[src/rtl/pdtt_pkg.sv]
// Shared types and constants for the partition deadline timer table.
package pdtt_pkg;

	localparam int PARTITIONS_DEF = 16;

	localparam int PART_W = 8;
	localparam int TIME_W = 64;

	localparam int IN_TDATA_W  = 136;
	localparam int OUT_TDATA_W = 72;

	typedef enum logic [1:0] {
		CMD_SET    = 2'd0,
		CMD_CHECK  = 2'd1,
		CMD_ACK    = 2'd2,
		CMD_CANCEL = 2'd3
	} cmd_t;

	typedef enum logic [1:0] {
		ST_OK    = 2'd0,
		ST_INVAL = 2'd1,
		ST_PERM  = 2'd2,
		ST_NOSPC = 2'd3
	} status_t;

endpackage

[src/rtl/partition_deadline_timer_table_top.sv]
// Partition deadline timer table: command sequencer, deadline memory and earliest-deadline scan.
// After a request is accepted, the sequencer steps through read, execute, scan and drain; m_axis_tvalid rises in done.
// No new request is taken until the result has been handed over; the scan reads one table
// entry per cycle through the single read port of the deadline memory, and the deadline
// check and the scan comparisons go through one shared 64-bit comparator.
// Reset (arst_n low) clears all active and expired marks, so the table starts empty.
module partition_deadline_timer_table_top
	import pdtt_pkg::*;
#(
	parameter int PARTITIONS = PARTITIONS_DEF
) (
	input  logic                   clk,
	input  logic                   arst_n,
	input  logic                   s_axis_tvalid,
	output logic                   s_axis_tready,
	// [7:0] partition, [71:8] deadline_time, [135:72] current_time
	input  logic [IN_TDATA_W-1:0]  s_axis_tdata,
	// [1:0] command
	input  logic [1:0]             s_axis_tuser,
	output logic                   m_axis_tvalid,
	input  logic                   m_axis_tready,
	// [1:0] status, [2] has_expired, [3] earliest_valid, [67:4] earliest_deadline, [71:68] zero
	output logic [OUT_TDATA_W-1:0] m_axis_tdata
);

	localparam int IDX_W = (PARTITIONS > 2) ? $clog2(PARTITIONS) : 1;

	typedef enum logic [2:0] {
		S_IDLE,
		S_READ,
		S_EXEC,
		S_SCAN,
		S_DRAIN,
		S_DONE
	} state_t;

	state_t state_q;

	// request payload
	cmd_t              cmd_q;
	logic [PART_W-1:0] part_q;
	logic [TIME_W-1:0] dl_q;
	logic [TIME_W-1:0] now_q;

	logic [PARTITIONS-1:0] active_q;
	logic [PARTITIONS-1:0] expired_q;

	logic [TIME_W-1:0] mem_q [PARTITIONS];
	logic [TIME_W-1:0] rd_q;

	logic [IDX_W-1:0] scan_idx_q;
	logic             pend_q;
	logic [IDX_W-1:0] pend_idx_q;

	status_t           status_q;
	logic              hit_q;
	logic              any_q;
	logic [TIME_W-1:0] best_q;

	logic [IDX_W-1:0]  idx;
	logic              part_ok;
	logic [IDX_W-1:0]  rd_addr;
	logic [TIME_W-1:0] cmp_a;
	logic [TIME_W-1:0] cmp_b;
	logic              cmp_lt;
	logic              act;
	logic              exp;
	status_t           ex_status;
	logic              ex_hit;
	logic              ex_set;
	logic              ex_clear;
	logic              ex_expire;
	logic              take;
	logic              scan_last;

	assign idx     = part_q[IDX_W-1:0];
	assign part_ok = (part_q != '0) && ({1'b0, part_q} < 9'(PARTITIONS));
	assign act     = active_q[idx];
	assign exp     = expired_q[idx];

	assign rd_addr = (state_q == S_SCAN) ? scan_idx_q : (part_ok ? idx : '0);

	// shared comparator: time against deadline during execute, candidate against best in the scan
	assign cmp_a  = (state_q == S_EXEC) ? now_q : rd_q;
	assign cmp_b  = (state_q == S_EXEC) ? rd_q : best_q;
	assign cmp_lt = cmp_a < cmp_b;

	assign scan_last = scan_idx_q == IDX_W'(PARTITIONS - 1);
	assign take      = pend_q && active_q[pend_idx_q] && (!any_q || cmp_lt);

	always_comb begin
		ex_status = ST_OK;
		ex_hit    = 1'b0;
		ex_set    = 1'b0;
		ex_clear  = 1'b0;
		ex_expire = 1'b0;
		if (!part_ok) begin
			ex_status = ST_INVAL;
		end else begin
			case (cmd_q)
				CMD_SET: begin
					if (dl_q == '0)
						ex_status = ST_INVAL;
					else if (act && exp)
						ex_status = ST_PERM;
					else if (act)
						ex_status = ST_NOSPC;
					else
						ex_set = 1'b1;
				end
				CMD_CHECK: begin
					if (now_q == '0) begin
						ex_status = ST_INVAL;
					end else if (!act) begin
						ex_status = ST_PERM;
					end else if (!cmp_lt) begin
						ex_expire = 1'b1;
						ex_hit    = 1'b1;
					end
				end
				CMD_ACK: begin
					if (!act || !exp)
						ex_status = ST_PERM;
					else
						ex_clear = 1'b1;
				end
				CMD_CANCEL: begin
					if (!act || exp)
						ex_status = ST_PERM;
					else
						ex_clear = 1'b1;
				end
				default: ex_status = ST_INVAL;
			endcase
		end
	end

	always_ff @(posedge clk) begin
		if (state_q == S_EXEC && ex_set)
			mem_q[idx] <= dl_q;
		rd_q <= mem_q[rd_addr];
	end

	always_ff @(posedge clk) begin
		if (s_axis_tvalid && s_axis_tready) begin
			cmd_q  <= cmd_t'(s_axis_tuser);
			part_q <= s_axis_tdata[PART_W-1:0];
			dl_q   <= s_axis_tdata[PART_W +: TIME_W];
			now_q  <= s_axis_tdata[PART_W + TIME_W +: TIME_W];
		end
	end

	always_ff @(posedge clk or negedge arst_n) begin
		if (!arst_n) begin
			state_q    <= S_IDLE;
			active_q   <= '0;
			expired_q  <= '0;
			scan_idx_q <= '0;
			pend_q     <= 1'b0;
			pend_idx_q <= '0;
			status_q   <= ST_OK;
			hit_q      <= 1'b0;
			any_q      <= 1'b0;
			best_q     <= '0;
		end else begin
			case (state_q)
				S_IDLE: begin
					if (s_axis_tvalid)
						state_q <= S_READ;
				end
				S_READ: state_q <= S_EXEC;
				S_EXEC: begin
					status_q <= ex_status;
					hit_q    <= ex_hit;
					if (ex_set) begin
						active_q[idx]  <= 1'b1;
						expired_q[idx] <= 1'b0;
					end
					if (ex_clear) begin
						active_q[idx]  <= 1'b0;
						expired_q[idx] <= 1'b0;
					end
					if (ex_expire)
						expired_q[idx] <= 1'b1;
					// partition 0 is reserved, so the scan starts at entry 1
					scan_idx_q <= IDX_W'(1);
					pend_q     <= 1'b0;
					any_q      <= 1'b0;
					best_q     <= '0;
					state_q    <= S_SCAN;
				end
				S_SCAN: begin
					if (take) begin
						any_q  <= 1'b1;
						best_q <= rd_q;
					end
					pend_q     <= 1'b1;
					pend_idx_q <= scan_idx_q;
					scan_idx_q <= scan_idx_q + 1'b1;
					if (scan_last)
						state_q <= S_DRAIN;
				end
				S_DRAIN: begin
					if (take) begin
						any_q  <= 1'b1;
						best_q <= rd_q;
					end
					pend_q  <= 1'b0;
					state_q <= S_DONE;
				end
				S_DONE: begin
					if (m_axis_tready)
						state_q <= S_IDLE;
				end
				default: state_q <= S_IDLE;
			endcase
		end
	end

	assign s_axis_tready = state_q == S_IDLE;
	assign m_axis_tvalid = state_q == S_DONE;
	assign m_axis_tdata  = {4'b0, best_q, any_q, hit_q, status_q};

endmodule

[config.mk]
export PLATFORM = sky130hd
export DESIGN_NAME = partition_deadline_timer_table_top
export DESIGN_NICKNAME = d
export VERILOG_FILES = /design/src/rtl/pdtt_pkg.sv /design/src/rtl/partition_deadline_timer_table_top.sv
export SDC_FILE = /design/constraint.sdc
export NUM_CORES = 2
export LEC_CHECK = 0
export BUFFER_PORTS_ARGS = -buffer_cell sky130_fd_sc_hd__buf_4
export CAP_MARGIN = 20
export CELL_PAD_IN_SITES_DETAIL_PLACEMENT = 1
export CELL_PAD_IN_SITES_GLOBAL_PLACEMENT = 1
export CORE_MARGIN = 2
export CORE_UTILIZATION = 47
export DETAILED_ROUTE_END_ITERATION = 16
export GPL_ROUTABILITY_DRIVEN = 1
export PLACE_DENSITY = 0.75
export SYNTH_ARGS = -nofsm -noshare
export SYNTH_HDL_FRONTEND = slang
export SYNTH_SLANG_ARGS = --single-unit
[constraint.sdc]
create_clock -name clk -period 11.7 [get_ports clk]
set_clock_uncertainty 0.05 [all_clocks]
set_input_delay 1.17 -clock clk [delete_from_list [all_inputs] [get_ports clk]]
set_output_delay 1.17 -clock clk [all_outputs]
set_load 0.02 [all_outputs]
==> impl_metrics.csv <==
group,metric,value,unit
status,status,"completed",
logic_synthesis,post_synth_edffs,1162,
logic_synthesis,netlist_top_cells_count,"edfxtp_1, nand2_1, nor2b_1",
logic_synthesis,synth_top_cells_by_area,"edfxtp_1, dfrtp_1, a211oi_1",
clock_tree,ctsResizeCount,0,
timing,final_min_period_over_clock_period,48.1,%
timing,max_freq,0.178,GHz
timing,setup_total_negative_slack,0,ps
logic_synthesis,synth_area_per_cell,14.4,um^2
global_route,grt_remaining_overflow,0,
logic_synthesis,yosys.cell_types.count,62,
global_route,grt_use_total,25.3,%
logic_synthesis,most_used_standard_cell_by_instance_count_after_synthesis,"edfxtp_1",
detailed_routing,drtAntennaViolNets,0,
place,detailed_place.area,57100,um^2
worst_setup_path,cp_max_fo,193,
timing,min_period,5630,ps
worst_setup_path,worstSetupPathType,"reg2reg",
clock_tree,cts_tree,"yes",
timing,max_slew.worst_pin.slew,1150,ps
detailed_routing,vias_per_cell,5.97,
logic_synthesis,synth_area,53800,um^2
clock_tree,clock_latency,770,ps
detailed_routing,firstDrtPassIters,5,
detailed_routing,post-route-drc-count,0,
logic_synthesis,postSynthRegisterBits,1338,
timing,final-setup-viol-count,0,
final_layout,final_area,61600,um^2
logic_synthesis,ys.flop_type,"edfxtp_1",
final_layout,signed_area_change_from_the_synthesized_netlist_to_the_final_layout,14.5,%
logic_synthesis,synth_area_leader_cell,"edfxtp_1",
floorplan,die_height,342,um
final_layout,net_count_reported_at_finish,4164,
pwr,worst_ir_drop_vdd,0.000172,V
detailed_routing,finalWirelength,149000,um
floorplan,core,114000,um^2
logic_synthesis,postSynth.asyncResetShare,8.37,%
clock_tree,clock_sinks,1338,
final_layout,multi_input_comb_area,14100,um^2
flow_run,cap_violations,0,
clock_tree,cts_post_setup_buffers_inserted,0,
clock_tree,cts-hold-fix-buffers,0,
timing,finalHoldViolations,0,
logic_synthesis,synth-seq-area-share,72.4,%
detailed_routing,routed-via-count,33300,
floorplan,dieArea,117000,um^2
worst_setup_path,data_arrival_time_of_the_critical_path,6210,ps
timing,max-slew-margin-rel,23.0,%
global_route,wire_length_of_the_first_global_routing_pass,222000,um
floorplan,dieWidth,342,um
timing,drv_slew,0,
clock_tree,cts.root.buffer_cell,"clkbuf_16",
place,detailedPlacementHpwl,84200,um
global_route,largest_net_degree_at_the_start_of_global_routing,198,
global_route,grt_antenna_before_repair,10,
final_layout,filler_cell_count,10800,
global_route,grt_pass1_vias,34800,
worst_setup_path,cp-end-kind,"register",
worst_setup_path,cp.required,12280,ps
floorplan,top_level_ports,216,
final_layout,seqCellArea,39000,um^2
logic_synthesis,synth_largest_type_area_fraction,64.8,%
timing,finalHoldWorstSlack,330,ps
pwr,power_per_cell_area,220,nW/um^2
final_layout,finish.utilization,54.1,%
logic_synthesis,ys.warnings.count,0,
detailed_routing,drt_iter0_markers,2877,
detailed_routing,drt-wirelength-per-cell,26.7,um
pwr,static-leakage-power,0.0208,uW
worst_setup_path,startpoint_type,"register",
floorplan,initial_utilization,47.3,%
clock_tree,clk_transition_reported_paths,60,ps
place,weighted_congestion_at_the_end_of_routability_driven_global_placement,0.811,
floorplan,rows,124,
timing,unrepaired_setup_endpoints_after_global_routing,"false",
place,io_buffers,211,
clock_tree,cts_buffers,139,
clock_tree,level_count_of_the_clock_h_tree,4,
logic_synthesis,synthesis.instances,3742,
hold_path,hold_path.class,"reg2reg",
clock_tree,cts.path.max_buffers,3,
final_layout,post_route_cells_drive_above_1_share,14.8,%
metal layers:
layer / up-vias / wire [um] / global-route usage, %
met5: - / 28 / 0
met3: 224 / 9220 / 3.75
met1: 17300 / 64000 / 34.9
met4: 4 / 4040 / 8.30
li1: 14700 / - / -
met2: 1092 / 71800 / 41.4
cell families (layout without fill, tap and decap cells):
group           after synthesis  after routing  share of synthesized area [%]
flops                      1338           1338                           72.4
xor+xnor                      2              2                         0.0465
buf+inv                     267            527                           2.19
compound gates              892            892                           11.3
simple gates               1036           1036                           9.25
other cells                   1             71                        0.00697
mux                         142            142                           3.27
fa+ha+maj                    64             64                           1.49
sequential cells by signal, indices dropped and copies added (netlist names), named ones only:
register,flops
scan_idx_q,4
active_q,15
rd_q,64
any_q,1
pend_idx_q,4
expired_q,15
now_q,64
state_q,3
cmd_q,2
best_q,64
dl_q,64
pend_q,1
status_q,2
hit_q,1
mem_q,1024
part_q,8
path summary, 6_finish.rpt:
kind                                              from                      end  slack, ps  depth (start not counted)
max in group asynchronous                       arst_n   best_q[25]$_DFFE_PN0P_       9760                          2
worst min register to register                register                 register        330                          0
min in group asynchronous                       arst_n  active_q[8]$_DFFE_PN0P_        410                          1
worst max register to register  state_q[2]$_DFFE_PN0P_   best_q[11]$_DFFE_PN0P_       6070                         13
worst min-delay path                          register                 register        330                          0
worst max-delay path            state_q[2]$_DFFE_PN0P_   best_q[11]$_DFFE_PN0P_       6070                         13
power breakdown:
group / switching [uW] / total, uW / internal, uW / leakage (uW)
Sequential: 359 / 5910 / 5560 / 0.0126
Clock: 1870 / 4400 / 2530 / 0.00219
Combinational: 2230 / 3270 / 1040 / 0.00599
cell usage in the layout, fill, tap and decap left out, types with 25 or more instances in the layout:
| cell type | netlist | routed |
|---|---|---|
| o21ai_0 | 32 | 32 |
| conb_1 | 1 | 68 |
| clkbuf_16 | 0 | 143 |
| a311oi_1 | 128 | 128 |
| dfxtp_1 | 64 | 64 |
| nor4_1 | 36 | 36 |
| a211oi_1 | 322 | 322 |
| dfrtp_1 | 112 | 112 |
| nor2b_1 | 325 | 325 |
| mux2_2 | 93 | 93 |
| nand2_1 | 569 | 569 |
| ha_1 | 64 | 64 |
| buf_4 | 13 | 261 |
| edfxtp_1 | 1162 | 1162 |
| clkbuf_1 | 145 | 38 |
| nor2_1 | 38 | 25 |
| mux2_1 | 34 | 34 |
| a31oi_1 | 131 | 130 |
| a21oi_1 | 220 | 220 |
final cells by class:
class                   count  share of cell area, %
repair buffers            269                   3.44
diodes                      3                 0.0122
clock buffers             192                   6.29
multi-input cells        2204                   22.9
inverters                   6                 0.0366
clock inverters            60                   1.02
well taps                1512                   3.07
flip-flops and latches   1338                   63.3
stage by stage:
step / power, uW / worst slack (ps) / instances
finish: 13600 / 6070 / 5584
global placement: 9060 / 6140 / 5328
floorplan: 8070 / 375 / 3809
CTS: 13600 / 6040 / 5581
global route: 14200 / 5660 / 5581
detailed placement: 9210 / 6040 / 5329
worst max-delay path, stage by stage (launching register included):
cell and delay, ps:
dfrtp_1 460, nand2b_4 220, nor2_4 120, buf_12 510, mux2_2 410, ha_1 310, nand4_1 120, nor4_1 580
o21ai_0 180, a31oi_1 430, o31ai_1 200, o2111ai_4 650, buf_4 680, mux2_2 400
No activity file was read; power rests on OpenSTA's default activity.
